`src/hdl/vsrf_pkg.sv`:
```
package vsrf_pkg;

  // Window geometry
  localparam int WINDOW_DEPTH = 4;
  localparam int FILL_W       = $clog2(WINDOW_DEPTH + 1);
  localparam int IDX_W        = (WINDOW_DEPTH > 1) ? $clog2(WINDOW_DEPTH) : 1;
  localparam int VAL_W        = 8;
  localparam int SUM_W        = $clog2(WINDOW_DEPTH * 255 + WINDOW_DEPTH / 2 + 1);
  localparam int CNT_W        = (SUM_W > 1) ? $clog2(SUM_W) : 1;

  // Field widths
  localparam int RAW_W      = 11;
  localparam int VAR_W      = 18;
  localparam int HR_W       = 8;
  localparam int OX_W       = 7;
  localparam int HR_LIM_W   = 8;
  localparam int OX_LIM_W   = 7;
  localparam int CFG_IDX_W  = 1;
  localparam int CFG_DATA_W = 8;

  // Register indexes
  localparam logic [CFG_IDX_W-1:0] REG_HR_LIMIT   = 1'd0;
  localparam logic [CFG_IDX_W-1:0] REG_SPO2_LIMIT = 1'd1;

  // Register reset values
  localparam logic [HR_LIM_W-1:0] HR_LIMIT_RST = 8'd15;
  localparam logic [OX_LIM_W-1:0] OX_LIMIT_RST = 7'd3;

  // Range limits
  localparam logic signed [RAW_W-1:0] HR_LOW      = 11'sd40;
  localparam logic signed [RAW_W-1:0] HR_HIGH     = 11'sd200;
  localparam logic signed [RAW_W-1:0] OX_ZERO     = 11'sd0;
  localparam logic signed [RAW_W-1:0] OX_CLAMP_LO = 11'sd65;   // raw at or below: 65
  localparam logic signed [RAW_W-1:0] OX_CLAMP_HI = 11'sd101;  // raw above: 100
  localparam logic [VAL_W-1:0]        OX_MIN      = 8'd65;
  localparam logic [VAL_W-1:0]        OX_MAX      = 8'd100;
  localparam logic [VAL_W-1:0]        HARM_RATE   = 8'd118;
  localparam logic [VAL_W-1:0]        HALF_LOW    = 8'd50;
  localparam logic [VAL_W-1:0]        HALF_HIGH   = 8'd100;
  localparam logic [VAR_W-1:0]        VAR_LOW     = 18'd600;
  localparam logic [VAR_W-1:0]        VAR_HIGH    = 18'd50000;

  // Controller to datapath commands
  typedef struct packed {
    logic load;    // capture item, start mean of stored window
    logic step;    // one divider step
    logic decide;  // outlier check, push, start mean of new window
    logic finish;  // move results to output register
  } cmd_t;

endpackage

```
`src/hdl/vital_sign_result_filter.sv`:
```
// Each input transfer runs the bit-serial divider for the rounded window mean
// twice, once before and once after the decide step, then hands off the result.
// No new item is taken until the result of the last one is handed to the output
// register; a stall that holds the output register delays that hand-off.
// Reset (rst_ni, async, active low): windows empty, outlier limits 15 and 3,
// output not valid; window contents are not cleared.
module vital_sign_result_filter (
  input  logic                                 clk_i,
  input  logic                                 rst_ni,
  input  logic                                 cfg_we_i,
  input  logic [vsrf_pkg::CFG_IDX_W-1:0]       cfg_index_i,
  input  logic [vsrf_pkg::CFG_DATA_W-1:0]      cfg_data_i,
  input  logic                                 in_valid_i,
  output logic                                 in_stall_o,
  input  logic signed [vsrf_pkg::RAW_W-1:0]    raw_heart_rate_i,
  input  logic                                 heart_rate_flag_i,
  input  logic signed [vsrf_pkg::RAW_W-1:0]    raw_oxygen_i,
  input  logic                                 oxygen_flag_i,
  input  logic [vsrf_pkg::VAR_W-1:0]           ir_variation_i,
  output logic                                 out_valid_o,
  input  logic                                 out_stall_i,
  output logic [vsrf_pkg::HR_W-1:0]            heart_rate_o,
  output logic                                 heart_rate_ok_o,
  output logic [vsrf_pkg::OX_W-1:0]            oxygen_o,
  output logic                                 oxygen_ok_o
);

  vsrf_pkg::cmd_t                     cmd;
  logic                               out_free;
  logic [vsrf_pkg::HR_LIM_W-1:0]      hr_limit_q;
  logic [vsrf_pkg::OX_LIM_W-1:0]      ox_limit_q;

  // Configuration registers
  always_ff @(posedge clk_i or negedge rst_ni) begin
    if (!rst_ni) begin
      hr_limit_q <= vsrf_pkg::HR_LIMIT_RST;
      ox_limit_q <= vsrf_pkg::OX_LIMIT_RST;
    end else if (cfg_we_i) begin
      case (cfg_index_i)
        vsrf_pkg::REG_HR_LIMIT:   hr_limit_q <= cfg_data_i[vsrf_pkg::HR_LIM_W-1:0];
        vsrf_pkg::REG_SPO2_LIMIT: ox_limit_q <= cfg_data_i[vsrf_pkg::OX_LIM_W-1:0];
        default: begin
        end
      endcase
    end
  end

  vsrf_ctrl u_ctrl (
    .clk_i      (clk_i),
    .rst_ni     (rst_ni),
    .in_valid_i (in_valid_i),
    .in_stall_o (in_stall_o),
    .out_free_i (out_free),
    .cmd_o      (cmd)
  );

  vsrf_datapath u_datapath (
    .clk_i             (clk_i),
    .rst_ni            (rst_ni),
    .cmd_i             (cmd),
    .out_free_o        (out_free),
    .raw_heart_rate_i  (raw_heart_rate_i),
    .heart_rate_flag_i (heart_rate_flag_i),
    .raw_oxygen_i      (raw_oxygen_i),
    .oxygen_flag_i     (oxygen_flag_i),
    .ir_variation_i    (ir_variation_i),
    .hr_limit_i        (hr_limit_q),
    .ox_limit_i        (ox_limit_q),
    .out_valid_o       (out_valid_o),
    .out_stall_i       (out_stall_i),
    .heart_rate_o      (heart_rate_o),
    .heart_rate_ok_o   (heart_rate_ok_o),
    .oxygen_o          (oxygen_o),
    .oxygen_ok_o       (oxygen_ok_o)
  );

endmodule

```
`src/hdl/vsrf_lane.sv`:
```
module vsrf_lane (
  input  logic                        clk_i,
  input  logic                        rst_ni,
  input  vsrf_pkg::cmd_t              cmd_i,
  input  logic [vsrf_pkg::VAL_W-1:0]  x_i,
  input  logic                        ok_i,
  input  logic [vsrf_pkg::VAL_W-1:0]  limit_i,
  output logic [vsrf_pkg::VAL_W-1:0]  res_o,
  output logic                        ok_o
);

  logic [vsrf_pkg::VAL_W-1:0]  win_q [vsrf_pkg::WINDOW_DEPTH];
  logic [vsrf_pkg::FILL_W-1:0] fill_q, fill_d;
  logic [vsrf_pkg::SUM_W-1:0]  sum_q, sum_d;
  logic [vsrf_pkg::VAL_W-1:0]  x_q, mean_q;
  logic                        ok_q, pushed_q, push;
  logic                        full;

  // Divider state
  logic [vsrf_pkg::FILL_W-1:0] rem_q, rem_d, div_n_q;
  logic [vsrf_pkg::SUM_W-1:0]  quo_q, quo_d;
  logic [vsrf_pkg::FILL_W:0]   rem_sh;
  logic                        ge;

  logic [vsrf_pkg::VAL_W-1:0]  mean, diff;
  logic                        reject;

  assign full = (fill_q == vsrf_pkg::FILL_W'(vsrf_pkg::WINDOW_DEPTH));
  assign mean = quo_q[vsrf_pkg::VAL_W-1:0];
  assign diff = (x_q > mean) ? (x_q - mean) : (mean - x_q);

  // Outlier test once the window holds two or more entries
  assign reject = (fill_q >= vsrf_pkg::FILL_W'(2)) && (diff > limit_i);
  assign push   = ok_q && !reject;

  // Running sum and fill after a push
  always_comb begin
    sum_d  = sum_q;
    fill_d = fill_q;
    if (push) begin
      if (full) begin
        sum_d = sum_q + vsrf_pkg::SUM_W'(x_q) - vsrf_pkg::SUM_W'(win_q[0]);
      end else begin
        sum_d  = sum_q + vsrf_pkg::SUM_W'(x_q);
        fill_d = fill_q + vsrf_pkg::FILL_W'(1);
      end
    end
  end

  // Restoring divider step, one quotient bit per cycle
  assign rem_sh = {rem_q, quo_q[vsrf_pkg::SUM_W-1]};
  assign ge     = (rem_sh >= {1'b0, div_n_q});
  assign rem_d  = ge ? vsrf_pkg::FILL_W'(rem_sh - {1'b0, div_n_q})
                     : rem_sh[vsrf_pkg::FILL_W-1:0];
  assign quo_d  = {quo_q[vsrf_pkg::SUM_W-2:0], ge};

  // Control state of the lane
  always_ff @(posedge clk_i or negedge rst_ni) begin
    if (!rst_ni) begin
      fill_q   <= '0;
      sum_q    <= '0;
      ok_q     <= 1'b0;
      pushed_q <= 1'b0;
    end else if (cmd_i.load) begin
      ok_q     <= ok_i;
      pushed_q <= 1'b0;
    end else if (cmd_i.decide) begin
      fill_q   <= fill_d;
      sum_q    <= sum_d;
      pushed_q <= push;
    end
  end

  // Item, mean and divider registers
  always_ff @(posedge clk_i) begin
    if (cmd_i.load) begin
      x_q     <= x_i;
      rem_q   <= '0;
      div_n_q <= fill_q;
      quo_q   <= sum_q + vsrf_pkg::SUM_W'(fill_q >> 1);
    end else if (cmd_i.decide) begin
      mean_q  <= mean;
      rem_q   <= '0;
      div_n_q <= fill_d;
      quo_q   <= sum_d + vsrf_pkg::SUM_W'(fill_d >> 1);
    end else if (cmd_i.step) begin
      rem_q   <= rem_d;
      quo_q   <= quo_d;
    end
  end

  // Window: fill from the bottom, shift once full
  always_ff @(posedge clk_i) begin
    if (cmd_i.decide && push) begin
      for (int i = 0; i < vsrf_pkg::WINDOW_DEPTH; i++) begin
        if (full) begin
          if (i == vsrf_pkg::WINDOW_DEPTH - 1) begin
            win_q[i] <= x_q;
          end else begin
            win_q[i] <= win_q[i+1];
          end
        end else if (fill_q == vsrf_pkg::FILL_W'(i)) begin
          win_q[i] <= x_q;
        end
      end
    end
  end

  // Result: zero when invalid, mean of old window when rejected
  assign res_o = !ok_q ? '0 : (pushed_q ? mean : mean_q);
  assign ok_o  = ok_q;

endmodule

```
`src/hdl/vsrf_datapath.sv`:
```
module vsrf_datapath (
  input  logic                              clk_i,
  input  logic                              rst_ni,
  input  vsrf_pkg::cmd_t                    cmd_i,
  output logic                              out_free_o,
  input  logic signed [vsrf_pkg::RAW_W-1:0] raw_heart_rate_i,
  input  logic                              heart_rate_flag_i,
  input  logic signed [vsrf_pkg::RAW_W-1:0] raw_oxygen_i,
  input  logic                              oxygen_flag_i,
  input  logic [vsrf_pkg::VAR_W-1:0]        ir_variation_i,
  input  logic [vsrf_pkg::HR_LIM_W-1:0]     hr_limit_i,
  input  logic [vsrf_pkg::OX_LIM_W-1:0]     ox_limit_i,
  output logic                              out_valid_o,
  input  logic                              out_stall_i,
  output logic [vsrf_pkg::HR_W-1:0]         heart_rate_o,
  output logic                              heart_rate_ok_o,
  output logic [vsrf_pkg::OX_W-1:0]         oxygen_o,
  output logic                              oxygen_ok_o
);

  logic                       hr_ok, ox_ok, harm;
  logic                       hr_lane_ok, ox_lane_ok;
  logic [vsrf_pkg::VAL_W-1:0] hr_raw8, hr_half, hr_val, ox_val, hr_res, ox_res;
  logic signed [vsrf_pkg::RAW_W-1:0] ox_dec;
  logic                       out_valid_q;
  logic [vsrf_pkg::HR_W-1:0]  hr_q;
  logic [vsrf_pkg::OX_W-1:0]  ox_q;
  logic                       hr_ok_q, ox_ok_q;

  // Heart rate range check and harmonic correction
  assign hr_ok   = heart_rate_flag_i && (raw_heart_rate_i >= vsrf_pkg::HR_LOW)
                   && (raw_heart_rate_i <= vsrf_pkg::HR_HIGH);
  assign hr_raw8 = raw_heart_rate_i[vsrf_pkg::VAL_W-1:0];
  assign hr_half = hr_raw8 >> 1;
  assign harm    = (hr_raw8 >= vsrf_pkg::HARM_RATE)
                   && (ir_variation_i >= vsrf_pkg::VAR_LOW)
                   && (ir_variation_i <= vsrf_pkg::VAR_HIGH)
                   && (hr_half >= vsrf_pkg::HALF_LOW)
                   && (hr_half <= vsrf_pkg::HALF_HIGH);
  assign hr_val  = harm ? hr_half : hr_raw8;

  // SpO2 offset and clamp
  assign ox_ok  = oxygen_flag_i && (raw_oxygen_i > vsrf_pkg::OX_ZERO);
  assign ox_dec = raw_oxygen_i - vsrf_pkg::RAW_W'(1);
  always_comb begin
    if (raw_oxygen_i <= vsrf_pkg::OX_CLAMP_LO) begin
      ox_val = vsrf_pkg::OX_MIN;
    end else if (raw_oxygen_i > vsrf_pkg::OX_CLAMP_HI) begin
      ox_val = vsrf_pkg::OX_MAX;
    end else begin
      ox_val = ox_dec[vsrf_pkg::VAL_W-1:0];
    end
  end

  vsrf_lane u_hr_lane (
    .clk_i   (clk_i),
    .rst_ni  (rst_ni),
    .cmd_i   (cmd_i),
    .x_i     (hr_val),
    .ok_i    (hr_ok),
    .limit_i (vsrf_pkg::VAL_W'(hr_limit_i)),
    .res_o   (hr_res),
    .ok_o    (hr_lane_ok)
  );

  vsrf_lane u_ox_lane (
    .clk_i   (clk_i),
    .rst_ni  (rst_ni),
    .cmd_i   (cmd_i),
    .x_i     (ox_val),
    .ok_i    (ox_ok),
    .limit_i (vsrf_pkg::VAL_W'(ox_limit_i)),
    .res_o   (ox_res),
    .ok_o    (ox_lane_ok)
  );

  // Output register
  assign out_free_o = !out_valid_q || !out_stall_i;

  always_ff @(posedge clk_i or negedge rst_ni) begin
    if (!rst_ni) begin
      out_valid_q <= 1'b0;
    end else if (cmd_i.finish) begin
      out_valid_q <= 1'b1;
    end else if (!out_stall_i) begin
      out_valid_q <= 1'b0;
    end
  end

  always_ff @(posedge clk_i) begin
    if (cmd_i.finish) begin
      hr_q    <= hr_res[vsrf_pkg::HR_W-1:0];
      ox_q    <= ox_res[vsrf_pkg::OX_W-1:0];
      hr_ok_q <= hr_lane_ok;
      ox_ok_q <= ox_lane_ok;
    end
  end

  assign out_valid_o     = out_valid_q;
  assign heart_rate_o    = hr_q;
  assign heart_rate_ok_o = hr_ok_q;
  assign oxygen_o        = ox_q;
  assign oxygen_ok_o     = ox_ok_q;

endmodule

```
`src/hdl/vsrf_ctrl.sv`:
```
module vsrf_ctrl (
  input  logic           clk_i,
  input  logic           rst_ni,
  input  logic           in_valid_i,
  output logic           in_stall_o,
  input  logic           out_free_i,
  output vsrf_pkg::cmd_t cmd_o
);

  typedef enum logic [2:0] {
    ST_IDLE,
    ST_PRE,
    ST_DECIDE,
    ST_POST,
    ST_DONE
  } state_e;

  state_e                      state_q;
  logic [vsrf_pkg::CNT_W-1:0]  cnt_q;
  logic                        last;

  assign last = (cnt_q == vsrf_pkg::CNT_W'(vsrf_pkg::SUM_W - 1));

  // Command decode
  assign in_stall_o    = (state_q != ST_IDLE);
  assign cmd_o.load    = (state_q == ST_IDLE) && in_valid_i;
  assign cmd_o.step    = (state_q == ST_PRE) || (state_q == ST_POST);
  assign cmd_o.decide  = (state_q == ST_DECIDE);
  assign cmd_o.finish  = (state_q == ST_DONE) && out_free_i;

  // Sequencer: mean of stored window, decide, mean of new window, hand off
  always_ff @(posedge clk_i or negedge rst_ni) begin
    if (!rst_ni) begin
      state_q <= ST_IDLE;
      cnt_q   <= '0;
    end else begin
      case (state_q)
        ST_IDLE: begin
          cnt_q <= '0;
          if (in_valid_i) begin
            state_q <= ST_PRE;
          end
        end
        ST_PRE: begin
          cnt_q <= cnt_q + vsrf_pkg::CNT_W'(1);
          if (last) begin
            state_q <= ST_DECIDE;
          end
        end
        ST_DECIDE: begin
          cnt_q   <= '0;
          state_q <= ST_POST;
        end
        ST_POST: begin
          cnt_q <= cnt_q + vsrf_pkg::CNT_W'(1);
          if (last) begin
            state_q <= ST_DONE;
          end
        end
        ST_DONE: begin
          if (out_free_i) begin
            state_q <= ST_IDLE;
          end
        end
        default: begin
          state_q <= ST_IDLE;
        end
      endcase
    end
  end

endmodule

```
`config.mk`:
```
export PLATFORM = sky130hd
export DESIGN_NAME = vital_sign_result_filter
export DESIGN_NICKNAME = d
export VERILOG_FILES = /design/src/hdl/vsrf_pkg.sv /design/src/hdl/vital_sign_result_filter.sv /design/src/hdl/vsrf_lane.sv /design/src/hdl/vsrf_datapath.sv /design/src/hdl/vsrf_ctrl.sv
export SDC_FILE = /design/constraint.sdc
export NUM_CORES = 1
export LEC_CHECK = 0
export BUFFER_PORTS_ARGS = -buffer_cell sky130_fd_sc_hd__clkbuf_2
export CAP_MARGIN = 5
export CORE_MARGIN = 3
export CORE_UTILIZATION = 60
export DETAILED_ROUTE_END_ITERATION = 8
export GPL_ROUTABILITY_DRIVEN = 0
export PLACE_DENSITY_LB_ADDON = 0.05
export RECOVER_POWER = 50
export SLEW_MARGIN = 20
export SYNTH_ARGS = -nofsm -noshare
export SYNTH_HDL_FRONTEND = slang
export SYNTH_SLANG_ARGS = --single-unit
```
`constraint.sdc`:
```
create_clock -name clk_i -period 7.9 [get_ports clk_i]
set_clock_uncertainty 0.1 [all_clocks]
set_input_delay 1.58 -clock clk_i [delete_from_list [all_inputs] [get_ports clk_i]]
set_output_delay 1.58 -clock clk_i [all_outputs]
set_load 0.005 [all_outputs]
```
==> flow_summary.toml <==
[grt]
antenna_found_initial = 0
grt_max_degree = 54
grt_first_pass_wirelength_microns = 48600
grt_usage_pct = 25.5
grt.overflow.total = 0
grt_pass1_vias = 9314

[route]
dr_total_vias = 9531
wl_per_cell_microns = 17.8
drt_first_pass_iters = 5
drt_wl_total_microns = 29000
drt-initial-drc-count = 647
drtAntennaViolNets = 0
route.detailed.drc = 0
post_drt_via_cell_ratio = 5.85

[cts]
path_clk_slew_ps = 80
cts_setup_buffers = 0
cts_root_buf = "clkbuf_16"
cts_tree = "done"
cts_sinks = 197
htreeDepth = 4
clk_latency_ps = 450
post_cts_resized = 0
clk_path_buf_depth = 2
cts_made_buffers = 17
hold_buffers = 0

[floorplan]
core_area_sq_um = 21200
rows = 53
chipWidth_microns = 153
start_util_pct = 61.5
ioPinCount = 75
die_y_microns = 153
die-area_sq_um = 23500

[sta]
post-route-period-util_pct = 86.5
fmax_ghz = 0.146
tns_ps = 0
rsz0062_at_grt = "false"
hold_violations = 0
finalSetupViolCount = 0
tightestPinTransition_ps = 3160
max_slew_margin_pct = -111
layout_setup_ws_ps = 1060
period_needed_ps = 6840
slew_viol_final = 146
whs_ps = 397

[finish]
final_util_pct = 67.5
drive_gt1_share_pct = 13.2
finalNonFillerCells = 1628
nNetsFinal = 1516
diodes = 0
synthToLayoutAreaGrowth_pct = 9.67
fillers = 1697
fin_area_sq_um = 14300

[run]
maxCapViolations = 4

[setup_path]
cp_max_fo = 26
worstPathArrival_ps = 6870
critPathLaunchType = "flip-flop"
critPathKind = "reg2reg"
end_kind = "flip-flop"
cp.required_ps = 7930

[yosys]
synth_warnings = 0
synth.distinct_cells = 78
syn_nets = 1451
ys_ff_latch = 197
synth_edf_count = 138
synthTopCellsByArea = "edfxtp_1 32%, ha_1 10%, dfrtp_1 9.0%"
synth_ff_type = "edfxtp_1"
yosysMostFrequentCell = "nand2_1"
netlist_area_sq_um = 13000
yosysTopAreaCellShare_pct = 31.8
seq_area_frac_synth_pct = 43.0
async_reset_ff_share_pct = 26.9
netlist_instances = 1275
synth_area_per_cell_sq_um = 10.2
yosysTopAreaCell = "edfxtp_1"
synthTopCellsByCount = "164 x nand2_1, 138 x edfxtp_1, 107 x inv_1"

[power_and_ir_drop]
peakVddDrop_mv = 0.171
p_leak_nw = 6.04
total_power_mw = 4.81
powerDensity_nw_per_um2 = 337

[status]
status = "complete, but fails checks"
violations = "capacitance limit, slew limit"

[place]
dp.cells = 1596
port_buffers = 74
hpwl_microns = 21800
place_ws_ps = 1160
placed_area_sq_um = 13700

[min_path]
holdCritPathClass = "reg2reg"
-- metal layers --
metal / GRT usage, % / up-vias / part of all wire [%]
met4: 5.73 / 0 / 1.2
met5: 0 / - / 0
met1: 37.8 / 4530 / 48
met2: 39.9 / 297 / 45
li1: - / 4674 / -
met3: 3.99 / 30 / 6.2
-- cell usage in the layout, fill, tap and decap left out, types with 16 or more instances in the layout --
cell	Yosys	routed
ha_1	106	106
nor2b_1	26	26
o221ai_1	16	16
clkbuf_1	30	22
xnor2_1	39	39
nor2_1	61	61
clkbuf_2	0	59
xor2_1	38	38
o21ai_0	101	101
nand3_1	26	26
edfxtp_1	138	138
inv_1	107	107
dfrtp_1	47	47
a21oi_1	59	59
nand2_1	164	164
mux2i_1	37	37
a21o_1	16	16
mux2_2	50	50
clkbuf_16	0	17
-- critical path, cell delays in order, from the launching register on --
cell and delay (ps):
edfxtp_1 540, inv_1 90, ha_1 400, a21o_1 190, a211o_1 290, o21ai_2 500, o21ai_0 280, o21ai_0 210
nand2_1 70, nand2_1 80, xor2_1 150, ha_1 260, and4_1 220, o21a_1 100, o311a_1 320, a311oi_4 270
nand3_2 500, a21oi_1 380, mux2i_1 320, inv_1 80, ha_1 230, fa_1 530, o21ai_1 140, xnor2_1 130
o221ai_1 130
-- report_power, final --
part / leakage, nW / internal (mW) / total, mW / switching (mW)
logic: 3.71 / 0.988 / 2.26 / 1.27
registers: 2.01 / 1.35 / 1.58 / 0.238
clock network: 0.322 / 0.501 / 0.966 / 0.466
-- cell type report --
class                   count  area, sq um  area share (%)
flip-flops and latches    197         5600            39.2
clock buffers              17          425            2.98
well taps                 275          344            2.41
clock inverters            15          244            1.71
repair buffers             87          419            2.94
inverters                 108          405            2.84
multi-input cells         929         6840            47.9
-- logic make-up (layout without fill, tap and decap cells) --
| logic type | after synthesis | in the layout | share of synthesized area, % |
|---|---|---|---|
| adders and majority gates | 120 | 120 | 12.3 |
| muxes | 96 | 96 | 8.21 |
| AOI/OAI and AO/OA | 279 | 279 | 13.6 |
| buffers and inverters | 149 | 227 | 4.45 |
| other | 1 | 1 | 0.0288 |
| and+or+nand+nor | 355 | 355 | 13.0 |
| DFF | 197 | 197 | 43.0 |
| xor gates and xnor gates | 78 | 78 | 5.36 |
-- worst paths after layout --
| check | start | to | slack (ps) | depth (start not counted) |
|---|---|---|---|---|
| max reg2reg | u_datapath.u_ox_lane.x_q[5] | u_datapath.u_ox_lane.quo_q[8] | 1060 | 24 |
| max | u_datapath.u_ox_lane.x_q[5] | u_datapath.u_ox_lane.quo_q[8] | 1060 | 24 |
| min reg2reg | u_datapath.u_ox_lane.rem_q[1] | u_datapath.u_ox_lane.rem_q[1] | 400 | 2 |
| min in group asynchronous | rst_ni | u_datapath.u_hr_lane.ok_o | 2180 | 2 |
| min | u_datapath.u_ox_lane.rem_q[1] | u_datapath.u_ox_lane.rem_q[1] | 400 | 2 |
| max in group asynchronous | rst_ni | u_datapath.u_ox_lane.sum_q[3] | 3730 | 2 |
-- flip-flops by register name, indices dropped and copies added, names as in the netlist, 4 cells and up --
register and count:
u_datapath.u_hr_lane.mean_q 8, u_datapath.u_ox_lane.sum_q 10, u_datapath.u_hr_lane.x_q 8, u_datapath.u_hr_lane.sum_q 10
u_datapath.u_ox_lane.x_q 8, u_datapath.u_hr_lane.win_q 32, u_ctrl.cnt_q 4, u_datapath.heart_rate_o 8
u_datapath.u_ox_lane.quo_q 10, hr_limit_q 8, ox_limit_q 7, u_datapath.u_ox_lane.win_q 32
u_datapath.u_hr_lane.quo_q 10, u_datapath.u_ox_lane.mean_q 7, u_datapath.oxygen_o 7
No activity file was read; power rests on OpenSTA's default activity.
